### src/hdl/abs_slip_controller_unit_assert.svh
// Assertion macros shared by the slip controller RTL.
`ifndef ABS_SLIP_CONTROLLER_UNIT_ASSERT_SVH
`define ABS_SLIP_CONTROLLER_UNIT_ASSERT_SVH
`ifndef NO_ASSERTIONS
`define ABS_CHK_NOW(lbl, ante, cons) \
  lbl: assert property (@(posedge clk) disable iff (rst) (ante) |-> (cons)) \
    else $error("check failed");
`define ABS_CHK_NEXT(lbl, ante, cons) \
  lbl: assert property (@(posedge clk) disable iff (rst) (ante) |=> (cons)) \
    else $error("check failed");
`else
`define ABS_CHK_NOW(lbl, ante, cons)
`define ABS_CHK_NEXT(lbl, ante, cons)
`endif
`endif

### src/hdl/abs_pkg.sv
// Shared types and constants of the slip controller.
package abs_pkg;
  localparam int NW = 4;
  localparam int WI_W = 2;
  localparam int DIV_N = 32;
  localparam int DIV_D = 16;
  localparam int ACC_W = 36;
  // Raw acceleration at a one-millisecond tick is d * 10000 / 9, which is
  // d * 1111 plus d / 9. The ninth is a reciprocal multiply, exact for
  // magnitudes below 65536.
  localparam int ACC_WHOLE = 1111;
  localparam int RECIP9 = 58255;
  localparam int RECIP9_SH = 19;
  localparam logic [15:0] FULL_PRESSURE = 16'd32768;

  localparam logic [1:0] MODE_INACTIVE = 2'd0;
  localparam logic [1:0] MODE_MONITOR  = 2'd1;
  localparam logic [1:0] MODE_ACTIVE   = 2'd2;
  localparam logic [1:0] MODE_FAULT    = 2'd3;

  localparam logic [1:0] PH_NORMAL   = 2'd0;
  localparam logic [1:0] PH_REDUCE   = 2'd1;
  localparam logic [1:0] PH_HOLD     = 2'd2;
  localparam logic [1:0] PH_INCREASE = 2'd3;

  localparam logic [1:0] RND_NONE = 2'd0;
  localparam logic [1:0] RND_Q15  = 2'd1;
  localparam logic [1:0] RND_Q16  = 2'd2;

  localparam logic [3:0] REG_SLIP_THR  = 4'd0;
  localparam logic [3:0] REG_SLIP_TGT  = 4'd1;
  localparam logic [3:0] REG_RED_RATE  = 4'd2;
  localparam logic [3:0] REG_INC_RATE  = 4'd3;
  localparam logic [3:0] REG_MIN_SPEED = 4'd4;
  localparam logic [3:0] REG_REC_ACCEL = 4'd5;
  localparam logic [3:0] REG_MAX_SPEED = 4'd6;
  localparam logic [3:0] REG_EN_MASK   = 4'd7;

  typedef struct packed {
    logic       en;
    logic       clr;
    logic [1:0] rnd;
  } mac_ctl_t;
endpackage

### src/hdl/abs_div.sv
// Restoring divider, one quotient bit per cycle.
module abs_div (
  input  logic                       clk,
  input  logic                       rst,
  input  logic                       start,
  input  logic [abs_pkg::DIV_N-1:0]  dividend,
  input  logic [abs_pkg::DIV_D-1:0]  divisor,
  output logic [abs_pkg::DIV_N-1:0]  quotient,
  output logic                       busy,
  output logic                       done
);
  import abs_pkg::*;

  logic [DIV_D:0]   rem;
  logic [DIV_D-1:0] dsr;
  logic [5:0]       cnt;
  logic [DIV_D:0]   rem_sh;
  logic [DIV_D:0]   trial;
  logic             ge;

  always_comb begin
    rem_sh = {rem[DIV_D-1:0], quotient[DIV_N-1]};
    trial  = rem_sh - {1'b0, dsr};
    ge     = rem_sh >= {1'b0, dsr};
  end

  always_ff @(posedge clk) begin
    if (rst) begin
      busy <= 1'b0;
      done <= 1'b0;
      cnt  <= '0;
    end else begin
      done <= 1'b0;
      if (start) begin
        busy     <= 1'b1;
        cnt      <= '0;
        rem      <= '0;
        dsr      <= divisor;
        quotient <= dividend;
      end else if (busy) begin
        rem      <= ge ? trial : rem_sh;
        quotient <= {quotient[DIV_N-2:0], ge};
        cnt      <= cnt + 6'd1;
        if (cnt == 6'(DIV_N - 1)) begin
          busy <= 1'b0;
          done <= 1'b1;
        end
      end
    end
  end
endmodule

### src/hdl/abs_mac.sv
// Shared signed multiply-accumulate unit with rounding preload.
module abs_mac (
  input  logic                             clk,
  input  abs_pkg::mac_ctl_t                ctl,
  input  logic signed [17:0]               a,
  input  logic signed [16:0]               b,
  output logic signed [abs_pkg::ACC_W-1:0] acc
);
  import abs_pkg::*;

  logic signed [ACC_W-1:0] base;
  logic signed [34:0]      prod;

  always_comb begin
    prod = a * b;
    case (ctl.rnd)
      RND_Q15: base = ACC_W'(16384);
      RND_Q16: base = ACC_W'(32768);
      default: base = '0;
    endcase
  end

  always_ff @(posedge clk) begin
    if (ctl.en) begin
      acc <= (ctl.clr ? base : acc) + ACC_W'(prod);
    end
  end
endmodule

### src/hdl/abs_slip_controller_unit.sv
// Top level of the four-wheel anti-lock slip controller.
//
// One input item is one control tick: four wheel speeds (1/64 km/h) and
// four sensor-valid flags. It is accepted when in_valid is high and
// in_stall is low. One result item follows per tick: four pressure
// commands, four wheel modes and the any_active flag, handed over when
// out_valid is high and out_stall is low.
// The block works on one tick at a time. A small sequencer drives one
// restoring divider and one multiply-accumulate unit. The reference
// speed estimate is skipped when no wheel is in range. Each enabled wheel
// with a valid sensor runs the full sequence, with the slip division only
// when it is needed; any other wheel is skipped.
// in_stall is high while a tick is in work. The result sits in an output
// register; a stalled receiver holds the block only when the next tick is
// finished before the last is taken.
// Configuration is written through cfg_valid/cfg_ready, always ready,
// and must only be written while the block is idle. A synchronous reset
// restores the register defaults and sets every wheel inactive at full
// pressure.
`include "abs_slip_controller_unit_assert.svh"
module abs_slip_controller_unit (
  input  logic        clk,
  input  logic        rst,
  input  logic        in_valid,
  output logic        in_stall,
  input  logic [15:0] speed_0,
  input  logic [15:0] speed_1,
  input  logic [15:0] speed_2,
  input  logic [15:0] speed_3,
  input  logic        valid_0,
  input  logic        valid_1,
  input  logic        valid_2,
  input  logic        valid_3,
  output logic        out_valid,
  input  logic        out_stall,
  output logic [15:0] pressure_0,
  output logic [15:0] pressure_1,
  output logic [15:0] pressure_2,
  output logic [15:0] pressure_3,
  output logic [1:0]  mode_0,
  output logic [1:0]  mode_1,
  output logic [1:0]  mode_2,
  output logic [1:0]  mode_3,
  output logic        any_active,
  input  logic        cfg_valid,
  output logic        cfg_ready,
  input  logic [3:0]  cfg_index,
  input  logic [15:0] cfg_data
);
  import abs_pkg::*;

  localparam logic [4:0] S_IDLE  = 5'd0;
  localparam logic [4:0] S_MEAN  = 5'd1;
  localparam logic [4:0] S_MEANW = 5'd2;
  localparam logic [4:0] S_REF1  = 5'd3;
  localparam logic [4:0] S_REF2  = 5'd4;
  localparam logic [4:0] S_REF3  = 5'd5;
  localparam logic [4:0] S_WCHK  = 5'd6;
  localparam logic [4:0] S_ACC1  = 5'd7;
  localparam logic [4:0] S_ACC2  = 5'd8;
  localparam logic [4:0] S_ACC3  = 5'd9;
  localparam logic [4:0] S_FIL1  = 5'd10;
  localparam logic [4:0] S_FIL2  = 5'd11;
  localparam logic [4:0] S_FIL3  = 5'd12;
  localparam logic [4:0] S_SLIPW = 5'd13;
  localparam logic [4:0] S_MACH1 = 5'd14;
  localparam logic [4:0] S_MACH2 = 5'd15;
  localparam logic [4:0] S_DONE  = 5'd16;
  localparam logic [4:0] S_ACC4  = 5'd17;

  // Configuration registers.
  logic [15:0] slip_engage, slip_release, reduction_rate, increase_rate;
  logic [15:0] engage_speed_min, max_wheel_speed;
  logic signed [15:0] recovery_accel;
  logic [3:0]  wheel_enable_mask;

  // Controller state.
  logic [15:0] ref_speed;
  logic [15:0] vs;
  logic [15:0] prev_speed [NW];
  logic signed [15:0] filt_accel [NW];
  logic [1:0]  wheel_mode [NW];
  logic [1:0]  pressure_phase [NW];
  logic [15:0] pressure_level [NW];

  // Tick in work.
  logic [4:0]  state;
  logic [WI_W-1:0] w;
  logic [15:0] sp [NW];
  logic [NW-1:0] vld;
  logic        any;
  logic [15:0] inst;
  logic signed [15:0] raw_a;
  logic [15:0] slip;
  logic        neg;
  logic [15:0] q9;

  // Shared units.
  logic              div_start, div_busy, div_done;
  logic [DIV_N-1:0]  div_dividend, div_q;
  logic [DIV_D-1:0]  div_divisor;
  mac_ctl_t          mac_ctl;
  logic signed [17:0] mac_a;
  logic signed [16:0] mac_b;
  logic signed [ACC_W-1:0] acc;

  abs_div u_div (
    .clk(clk), .rst(rst), .start(div_start), .dividend(div_dividend),
    .divisor(div_divisor), .quotient(div_q), .busy(div_busy), .done(div_done)
  );

  abs_mac u_mac (.clk(clk), .ctl(mac_ctl), .a(mac_a), .b(mac_b), .acc(acc));

  // Statistics of the in-range speeds for the reference estimate.
  logic [15:0] mx;
  logic [17:0] sum;
  logic [2:0]  cnt;
  always_comb begin
    mx  = '0;
    sum = '0;
    cnt = '0;
    for (int i = 0; i < NW; i++) begin
      if (sp[i] <= max_wheel_speed) begin
        if (sp[i] > mx) mx = sp[i];
        sum = sum + 18'(sp[i]);
        cnt = cnt + 3'd1;
      end
    end
  end

  // Values of the wheel under work.
  logic [15:0] spw;
  logic        fault, slip_ok, last_w, wheel_on;
  logic signed [17:0] diff;
  logic [15:0] dmag;
  logic [31:0] mag;
  logic [16:0] sc_raw;
  logic [15:0] sc;
  logic signed [15:0] acc_w;
  logic [1:0]  m_next, ph_next;
  logic [15:0] p_next;
  always_comb begin
    spw      = sp[w];
    fault    = spw > max_wheel_speed;
    slip_ok  = (vs >= 16'd64) && (spw < vs);
    last_w   = w == WI_W'(NW - 1);
    wheel_on = wheel_enable_mask[w] && vld[w];
    diff     = $signed({2'b00, spw}) - $signed({2'b00, prev_speed[w]});
    dmag     = diff[17] ? 16'(-diff) : diff[15:0];
    mag      = acc[31:0];
    sc_raw   = acc[31:15];
    sc       = (sc_raw > 17'(FULL_PRESSURE)) ? FULL_PRESSURE : sc_raw[15:0];
    acc_w    = filt_accel[w];
  end

  // Activation and pressure phase machines of the wheel under work.
  always_comb begin
    m_next  = wheel_mode[w];
    ph_next = pressure_phase[w];
    p_next  = pressure_level[w];
    case (wheel_mode[w])
      MODE_INACTIVE: begin
        if (vs > engage_speed_min && slip > slip_engage && !fault) begin
          m_next  = MODE_ACTIVE;
          ph_next = PH_REDUCE;
        end
      end
      MODE_MONITOR: begin
        if (slip > slip_engage) begin
          m_next  = MODE_ACTIVE;
          ph_next = PH_REDUCE;
        end else if (vs < engage_speed_min) begin
          m_next = MODE_INACTIVE;
        end
      end
      MODE_ACTIVE: begin
        case (pressure_phase[w])
          PH_REDUCE: begin
            p_next = sc;
            if (acc_w > recovery_accel) ph_next = PH_HOLD;
          end
          PH_HOLD: begin
            if (slip < slip_release) ph_next = PH_INCREASE;
            else if (slip > slip_engage) ph_next = PH_REDUCE;
          end
          PH_INCREASE: begin
            p_next = sc;
            if (slip > slip_engage) ph_next = PH_REDUCE;
          end
          default: p_next = FULL_PRESSURE;
        endcase
        if (slip < slip_release && acc_w > -16'sd256) begin
          m_next  = MODE_MONITOR;
          ph_next = PH_NORMAL;
        end
        if (fault) m_next = MODE_FAULT;
      end
      default: begin
        p_next = FULL_PRESSURE;
        if (!fault) m_next = MODE_INACTIVE;
      end
    endcase
  end

  // Sequencer drive of the shared units.
  always_comb begin
    div_start    = 1'b0;
    div_dividend = '0;
    div_divisor  = '0;
    mac_ctl      = '{en: 1'b0, clr: 1'b0, rnd: RND_NONE};
    mac_a        = '0;
    mac_b        = '0;
    case (state)
      S_MEAN: begin
        div_start    = cnt != 3'd0;
        div_dividend = 32'(sum);
        div_divisor  = 16'(cnt);
      end
      S_REF1: begin
        mac_ctl = '{en: 1'b1, clr: 1'b1, rnd: RND_Q16};
        mac_a   = $signed({2'b00, inst});
        mac_b   = 17'sd6554;
      end
      S_REF2: begin
        mac_ctl = '{en: 1'b1, clr: 1'b0, rnd: RND_NONE};
        mac_a   = $signed({2'b00, ref_speed});
        mac_b   = 17'sd58982;
      end
      // The ninth of the speed step first, then the whole part.
      S_ACC1: begin
        mac_ctl = '{en: 1'b1, clr: 1'b1, rnd: RND_NONE};
        mac_a   = $signed({2'b00, dmag});
        mac_b   = 17'(RECIP9);
      end
      S_ACC2: begin
        mac_ctl = '{en: 1'b1, clr: 1'b1, rnd: RND_NONE};
        mac_a   = $signed({2'b00, dmag});
        mac_b   = 17'(ACC_WHOLE);
      end
      S_ACC3: begin
        mac_ctl = '{en: 1'b1, clr: 1'b0, rnd: RND_NONE};
        mac_a   = $signed({2'b00, q9});
        mac_b   = 17'sd1;
      end
      S_FIL1: begin
        mac_ctl = '{en: 1'b1, clr: 1'b1, rnd: RND_Q16};
        mac_a   = 18'(raw_a);
        mac_b   = 17'sd13107;
      end
      S_FIL2: begin
        mac_ctl = '{en: 1'b1, clr: 1'b0, rnd: RND_NONE};
        mac_a   = 18'(acc_w);
        mac_b   = 17'sd52429;
      end
      S_FIL3: begin
        div_start    = slip_ok;
        div_dividend = {vs - spw, 16'h0000};
        div_divisor  = vs;
      end
      S_MACH1: begin
        mac_ctl = '{en: 1'b1, clr: 1'b1, rnd: RND_Q15};
        mac_a   = $signed({2'b00, pressure_level[w]});
        mac_b   = $signed({1'b0, (pressure_phase[w] == PH_REDUCE) ?
                                 reduction_rate : increase_rate});
      end
      default: ;
    endcase
  end

  assign in_stall  = state != S_IDLE;
  assign cfg_ready = 1'b1;

  always_ff @(posedge clk) begin
    if (rst) begin
      state             <= S_IDLE;
      out_valid         <= 1'b0;
      slip_engage       <= 16'd13107;
      slip_release      <= 16'd6554;
      reduction_rate    <= 16'd29491;
      increase_rate     <= 16'd34406;
      engage_speed_min  <= 16'd320;
      recovery_accel    <= 16'sd0;
      max_wheel_speed   <= 16'd19200;
      wheel_enable_mask <= 4'hF;
      ref_speed         <= '0;
      w                 <= '0;
      for (int i = 0; i < NW; i++) begin
        prev_speed[i]     <= '0;
        filt_accel[i]     <= '0;
        wheel_mode[i]     <= MODE_INACTIVE;
        pressure_phase[i] <= PH_NORMAL;
        pressure_level[i] <= FULL_PRESSURE;
      end
    end else begin
      if (out_valid && !out_stall && state != S_DONE) out_valid <= 1'b0;
      if (cfg_valid) begin
        case (cfg_index)
          REG_SLIP_THR:  slip_engage       <= cfg_data;
          REG_SLIP_TGT:  slip_release      <= cfg_data;
          REG_RED_RATE:  reduction_rate    <= cfg_data;
          REG_INC_RATE:  increase_rate     <= cfg_data;
          REG_MIN_SPEED: engage_speed_min  <= cfg_data;
          REG_REC_ACCEL: recovery_accel    <= $signed(cfg_data);
          REG_MAX_SPEED: max_wheel_speed   <= cfg_data;
          REG_EN_MASK:   wheel_enable_mask <= cfg_data[3:0];
          default: ;
        endcase
      end
      case (state)
        S_IDLE: begin
          if (in_valid) begin
            sp[0] <= speed_0;
            sp[1] <= speed_1;
            sp[2] <= speed_2;
            sp[3] <= speed_3;
            vld   <= {valid_3, valid_2, valid_1, valid_0};
            any   <= 1'b0;
            state <= S_MEAN;
          end
        end
        S_MEAN: begin
          w <= '0;
          if (cnt != 3'd0) begin
            state <= S_MEANW;
          end else begin
            vs    <= '0;
            state <= S_WCHK;
          end
        end
        S_MEANW: begin
          if (div_done) begin
            inst  <= 16'((17'(mx) + 17'(div_q[15:0])) >> 1);
            state <= S_REF1;
          end
        end
        S_REF1: state <= S_REF2;
        S_REF2: state <= S_REF3;
        S_REF3: begin
          ref_speed <= acc[31:16];
          vs        <= acc[31:16];
          state     <= S_WCHK;
        end
        S_WCHK: begin
          if (wheel_on) begin
            state <= S_ACC1;
          end else if (last_w) begin
            state <= S_DONE;
          end else begin
            w <= w + 1'b1;
          end
        end
        S_ACC1: begin
          neg   <= diff < 0;
          state <= S_ACC2;
        end
        S_ACC2: begin
          q9    <= 16'(acc[31:RECIP9_SH]);
          state <= S_ACC3;
        end
        S_ACC3: state <= S_ACC4;
        // The magnitude is truncated, so the sign applied after it rounds
        // toward zero.
        S_ACC4: begin
          if (!neg) raw_a <= (mag > 32'd32767) ? 16'sd32767 : $signed(mag[15:0]);
          else raw_a <= (mag > 32'd32768) ? 16'sh8000 : $signed(16'(-mag));
          state <= S_FIL1;
        end
        S_FIL1: state <= S_FIL2;
        S_FIL2: state <= S_FIL3;
        S_FIL3: begin
          filt_accel[w] <= $signed(acc[31:16]);
          if (slip_ok) begin
            state <= S_SLIPW;
          end else begin
            slip  <= '0;
            state <= S_MACH1;
          end
        end
        S_SLIPW: begin
          if (div_done) begin
            slip  <= (div_q > 32'd65535) ? 16'hFFFF : div_q[15:0];
            state <= S_MACH1;
          end
        end
        S_MACH1: state <= S_MACH2;
        S_MACH2: begin
          wheel_mode[w]     <= m_next;
          pressure_phase[w] <= ph_next;
          pressure_level[w] <= p_next;
          prev_speed[w]     <= spw;
          if (m_next == MODE_ACTIVE) any <= 1'b1;
          if (last_w) begin
            state <= S_DONE;
          end else begin
            w     <= w + 1'b1;
            state <= S_WCHK;
          end
        end
        S_DONE: begin
          if (!out_valid || !out_stall) begin
            pressure_0 <= pressure_level[0];
            pressure_1 <= pressure_level[1];
            pressure_2 <= pressure_level[2];
            pressure_3 <= pressure_level[3];
            mode_0     <= wheel_mode[0];
            mode_1     <= wheel_mode[1];
            mode_2     <= wheel_mode[2];
            mode_3     <= wheel_mode[3];
            any_active <= any;
            out_valid  <= 1'b1;
            state      <= S_IDLE;
          end
        end
        default: state <= S_IDLE;
      endcase
    end
  end

  `ABS_CHK_NOW(a_div_idle, state == S_IDLE || state == S_DONE, !div_busy)
  `ABS_CHK_NEXT(a_accept_busy, in_valid && !in_stall, in_stall)
  `ABS_CHK_NEXT(a_done_shows, state == S_DONE && !(out_valid && out_stall), out_valid)
  `ABS_CHK_NOW(a_press_bound, out_valid, pressure_0 <= FULL_PRESSURE)
endmodule
### config.mk
export PLATFORM = sky130hd
export DESIGN_NAME = abs_slip_controller_unit
export DESIGN_NICKNAME = d
export VERILOG_FILES = /design/src/hdl/abs_pkg.sv /design/src/hdl/abs_div.sv /design/src/hdl/abs_mac.sv /design/src/hdl/abs_slip_controller_unit.sv
export VERILOG_INCLUDE_DIRS = /design/src /design/src/hdl
export SDC_FILE = /design/constraint.sdc
export NUM_CORES = 2
export LEC_CHECK = 0
export BUFFER_PORTS_ARGS = -buffer_cell sky130_fd_sc_hd__buf_2
export CAP_MARGIN = 0
export CORE_UTILIZATION = 52
export CTS_BUF_LIST = sky130_fd_sc_hd__clkbuf_4 sky130_fd_sc_hd__clkbuf_8
export CTS_CLUSTER_SIZE = 16
export DETAILED_ROUTE_END_ITERATION = 10
export HOLD_SLACK_MARGIN = 0.1
export PLACE_DENSITY = 0.73
export SYNTH_ARGS = -nofsm -noshare
export SYNTH_HDL_FRONTEND = slang
export SYNTH_SLANG_ARGS = --single-unit
export TNS_END_PERCENT = 50
### constraint.sdc
create_clock -name clk -period 31 [get_ports clk]
set_input_delay 1.55 -clock clk [delete_from_list [all_inputs] [get_ports clk]]
set_output_delay 1.55 -clock clk [all_outputs]
set_load 0.005 [all_outputs]
==> qor.csv <==
stage,metric,value,unit
global_route,grt_antenna_before_repair,3,
yosys,async_reset_ff_share,0,%
yosys,synth_edf_count,524,
timing,slew_headroom,3.04,%
floorplan,start_util,52.7,%
global_route,globalRouteMet1Util,42.5,%
timing,final.period_utilization,39.3,%
yosys,ys_types,87,
routing,firstDrtPassIters,7,
setup_path,slowest_stage,a211oi_1,
timing,rsz0062_at_grt,no,
pwr,seq_power_share,34.0,%
routing,vias,38500,
clocking,numCtsBuffers,114,
timing,fin_setup_tns,0,ns
setup_path,crit_fanout,31,
timing,max_freq,82.2,MHz
timing,finalClockSkew,0.0601,ns
clocking,numClockSinks,674,
job,drv_cap,0,
placed_design,portBuffers,167,
clocking,htreeDepth,3,
timing,period_needed,12.17,ns
yosys,synth_seq_area_share,38.0,%
timing,fin_hold_ws,0.429,ns
routing,route.detailed.drc,0,
floorplan,fp.dieH,310,µm
pwr,leakage,22.7,nW
placed_design,dp_hpwl,113000,µm
clocking,cts_max_path_buffers,3,
yosys,synth_area_leader_cell,edfxtp_1,
floorplan,core,93600,µm²
yosys,synth_seq_cells,674,
placed_design,place_ws,19.02,ns
finish,areaGrowthSynthToFinish,9.96,%
setup_path,critPathCaptureType,flip-flop,
routing,vias_per_cell,5.98,
clocking,clkLatencyLatePin,0.83,ns
clocking,cts_hold_buffers,0,
global_route,grt-busiest-layer,met2,
yosys,synth_top_area_share,31.9,%
clocking,cts_tree,done,
setup_path,crit_required,31.56,ns
pwr,peakVddDrop,0.0556,mV
outcome,status,"complete, no violations",
global_route,met3_usage,6.27,%
placed_design,gp_congestion,0.999,
finish,drive_above_1_share,11.4,%
pwr,power,3.66,mW
yosys,synthFlopType,edfxtp_1,
global_route,grt_pass1_wl,226000,µm
timing,finalHoldViolCount,0,
setup_path,cpPeakStageDelay,1.19,ns
floorplan,die_area,96100,µm²
pwr,comb_power_share,41.3,%
clocking,cts_resized,0,
setup_path,cpMostUsedCell,fa_1,
yosys,synth_fp_nets,5721,
floorplan,die_w,310,µm
global_route,grt_overflow,0,
clocking,clkTransAtPathRegs,0.06,ns
routing,wl_per_cell,23.0,µm
pwr,p_sw,1.49,mW
pwr,p_sw_share,40.7,%
timing,slew_violations,0,
global_route,grt_pass1_vias,37800,
routing,ant_nets,0,
global_route,grt_usage,31.4,%
setup_path,criticalPathCategory,reg -> reg,
pwr,power_frac_clock,24.6,%
global_route,met2_usage,49.4,%
global_route,grt_max_degree,92,
timing,fin_ws,18.83,ns
clocking,root_buffer,clkbuf_8,
timing,finalSetupViolations,0,
yosys,synth.area.top_cells,"edfxtp_1, fa_1, ha_1",
timing,worst_slew_pin_slew,1.45,ns
clocking,cts_setup_buffers,0,
yosys,synthesis.area,49300,µm²
floorplan,row_count,112,
floorplan,ios,169,
yosys,avgSynthCellArea,10.0,µm²
pwr,powerDensity,67.5,nW/µm²
finish,nets,5880,
worst_hold_path,hp-class,reg -> reg,
pwr,power.internal,2.17,mW
yosys,synthCells,4922,
yosys,yosysWarnings,0,
routing,drtIter0Drc,4057,
setup_path,crit_path_start_kind,flip-flop,
routing,drt-total-wl,148000,µm
setup_path,arrival,12.73,ns
==> worst paths after layout <==
kind / slack [ns] / depth (start not counted) / from / to
setup / recovery: 18.83 / 36 / flip-flop / u_mac.acc[30]
hold / removal: 0.43 / 0 / any / any_active
setup reg to reg: 18.83 / 36 / flip-flop / u_mac.acc[30]
hold reg to reg: 0.43 / 0 / any / any_active
==> critical path: cells and delay by family (launching register included) <==
family          cells  cell delay, ns
compound gates     13            4.60
fa+ha+maj           9            4.05
simple gates        4            0.95
flops               1            0.74
buf+inv             7            0.68
mux                 1            0.65
xor+xnor            2            0.24
==> power by group through the flow <==
stage	clock network [mW]	logic, mW	registers, mW
after global routing	0.951	1.66	1.25
after global placement	0	1.45	1.26
after floorplan	0	1.07	1.18
final	0.902	1.51	1.24
after detailed placement	0	1.48	1.26
after CTS	0.912	1.49	1.24
==> cells by family after synthesis <==
kind of cell               after synthesis  share of synthesized area, %
DFF                                    674                          38.0
AOI/OAI and AO/OA                      853                          11.2
xor gates and xnor gates               147                          2.61
other                                    1                       0.00760
muxes                                  149                          4.78
and+or+nand+nor                       1576                          14.4
buffers and inverters                  816                          6.26
adders and majority gates              706                          22.7
==> per-stage QoR <==
step	utilization [%]	instances	cell area, µm²
after floorplan	-	4922	49300
after global placement	55.2	6219	51600
after detailed placement	55.2	6219	51600
after CTS	57.9	6436	54200
after global routing	57.9	6437	54200
final	57.9	6438	54200
==> layer usage <==
metal,vias up,part of all wire (%)
met5,-,0.0081
met4,2,4.4
met3,405,10
met2,1980,45
met1,18800,40
li1,17400,-
==> cell type report <==
| type | count | area [µm²] |
|---|---|---|
| inverters | 631 | 2370 |
| clock inverters | 61 | 609 |
| diodes | 2 | 5.00 |
| flip-flops and latches | 674 | 18700 |
| well taps | 1254 | 1570 |
| repair buffers | 228 | 1300 |
| fillers | 7979 | 39400 |
| clock buffers | 156 | 1970 |
| multi-input cells | 3432 | 27700 |
==> cells in the mapped netlist, drive strengths merged, types with 10 or more instances <==
cell type / count
or3: 29
nor3b: 15
a211oi: 28
and3: 24
a221oi: 12
dfxtp: 150
a22oi: 31
a21boi: 10
nor4: 17
edfxtp: 524
mux2i: 71
o21bai: 15
nor3: 75
nand3b: 29
nand3: 68
mux2: 10
a31oi: 19
a22o: 16
ha: 393
nor2b: 54
nand2b: 44
o21ai: 187
xor2: 43
o211ai: 18
o311ai: 13
xnor2: 104
a21oi: 264
nor2: 519
buf: 23
a221o: 15
nand2: 561
mux4: 68
nand4: 50
fa: 313
a21o: 62
and2: 49
o21a: 48
clkbuf: 162
a211o: 31
inv: 628
or2: 19
==> placed cells by master, fill, tap and decap left out, types with 19 or more instances in the layout <==
cell / synthesis / routed
and2_1: 48 / 48
mux2i_1: 71 / 71
buf_2: 7 / 166
a22oi_1: 31 / 31
o21ai_0: 173 / 171
xnor2_1: 104 / 104
o21a_1: 48 / 48
and3_1: 24 / 24
nor3_1: 75 / 66
nand2b_1: 44 / 41
clkbuf_4: 0 / 29
nor2_1: 519 / 516
a211oi_1: 26 / 25
clkinv_2: 0 / 26
nand4_1: 50 / 50
fa_1: 313 / 313
edfxtp_1: 524 / 524
clkbuf_8: 0 / 127
dfxtp_1: 150 / 148
xor2_1: 43 / 43
a21o_1: 62 / 62
a211o_1: 31 / 31
nand3b_1: 29 / 29
mux4_2: 68 / 68
a21oi_1: 264 / 264
buf_4: 1 / 62
or3_1: 23 / 23
nor2b_1: 54 / 53
nand2_1: 561 / 561
or2_2: 19 / 19
inv_1: 628 / 628
nand3_1: 68 / 68
ha_1: 393 / 393
==> sequential cells by signal (all words and copies together) (netlist names), 32 cells and up, named ones only <==
| register | flops |
|---|---|
| filt_accel | 64 |
| u_div.quotient | 32 |
| sp | 64 |
| u_mac.acc | 32 |
| pressure_level | 64 |
| prev_speed | 64 |
No activity file was read; power rests on OpenSTA's default activity.
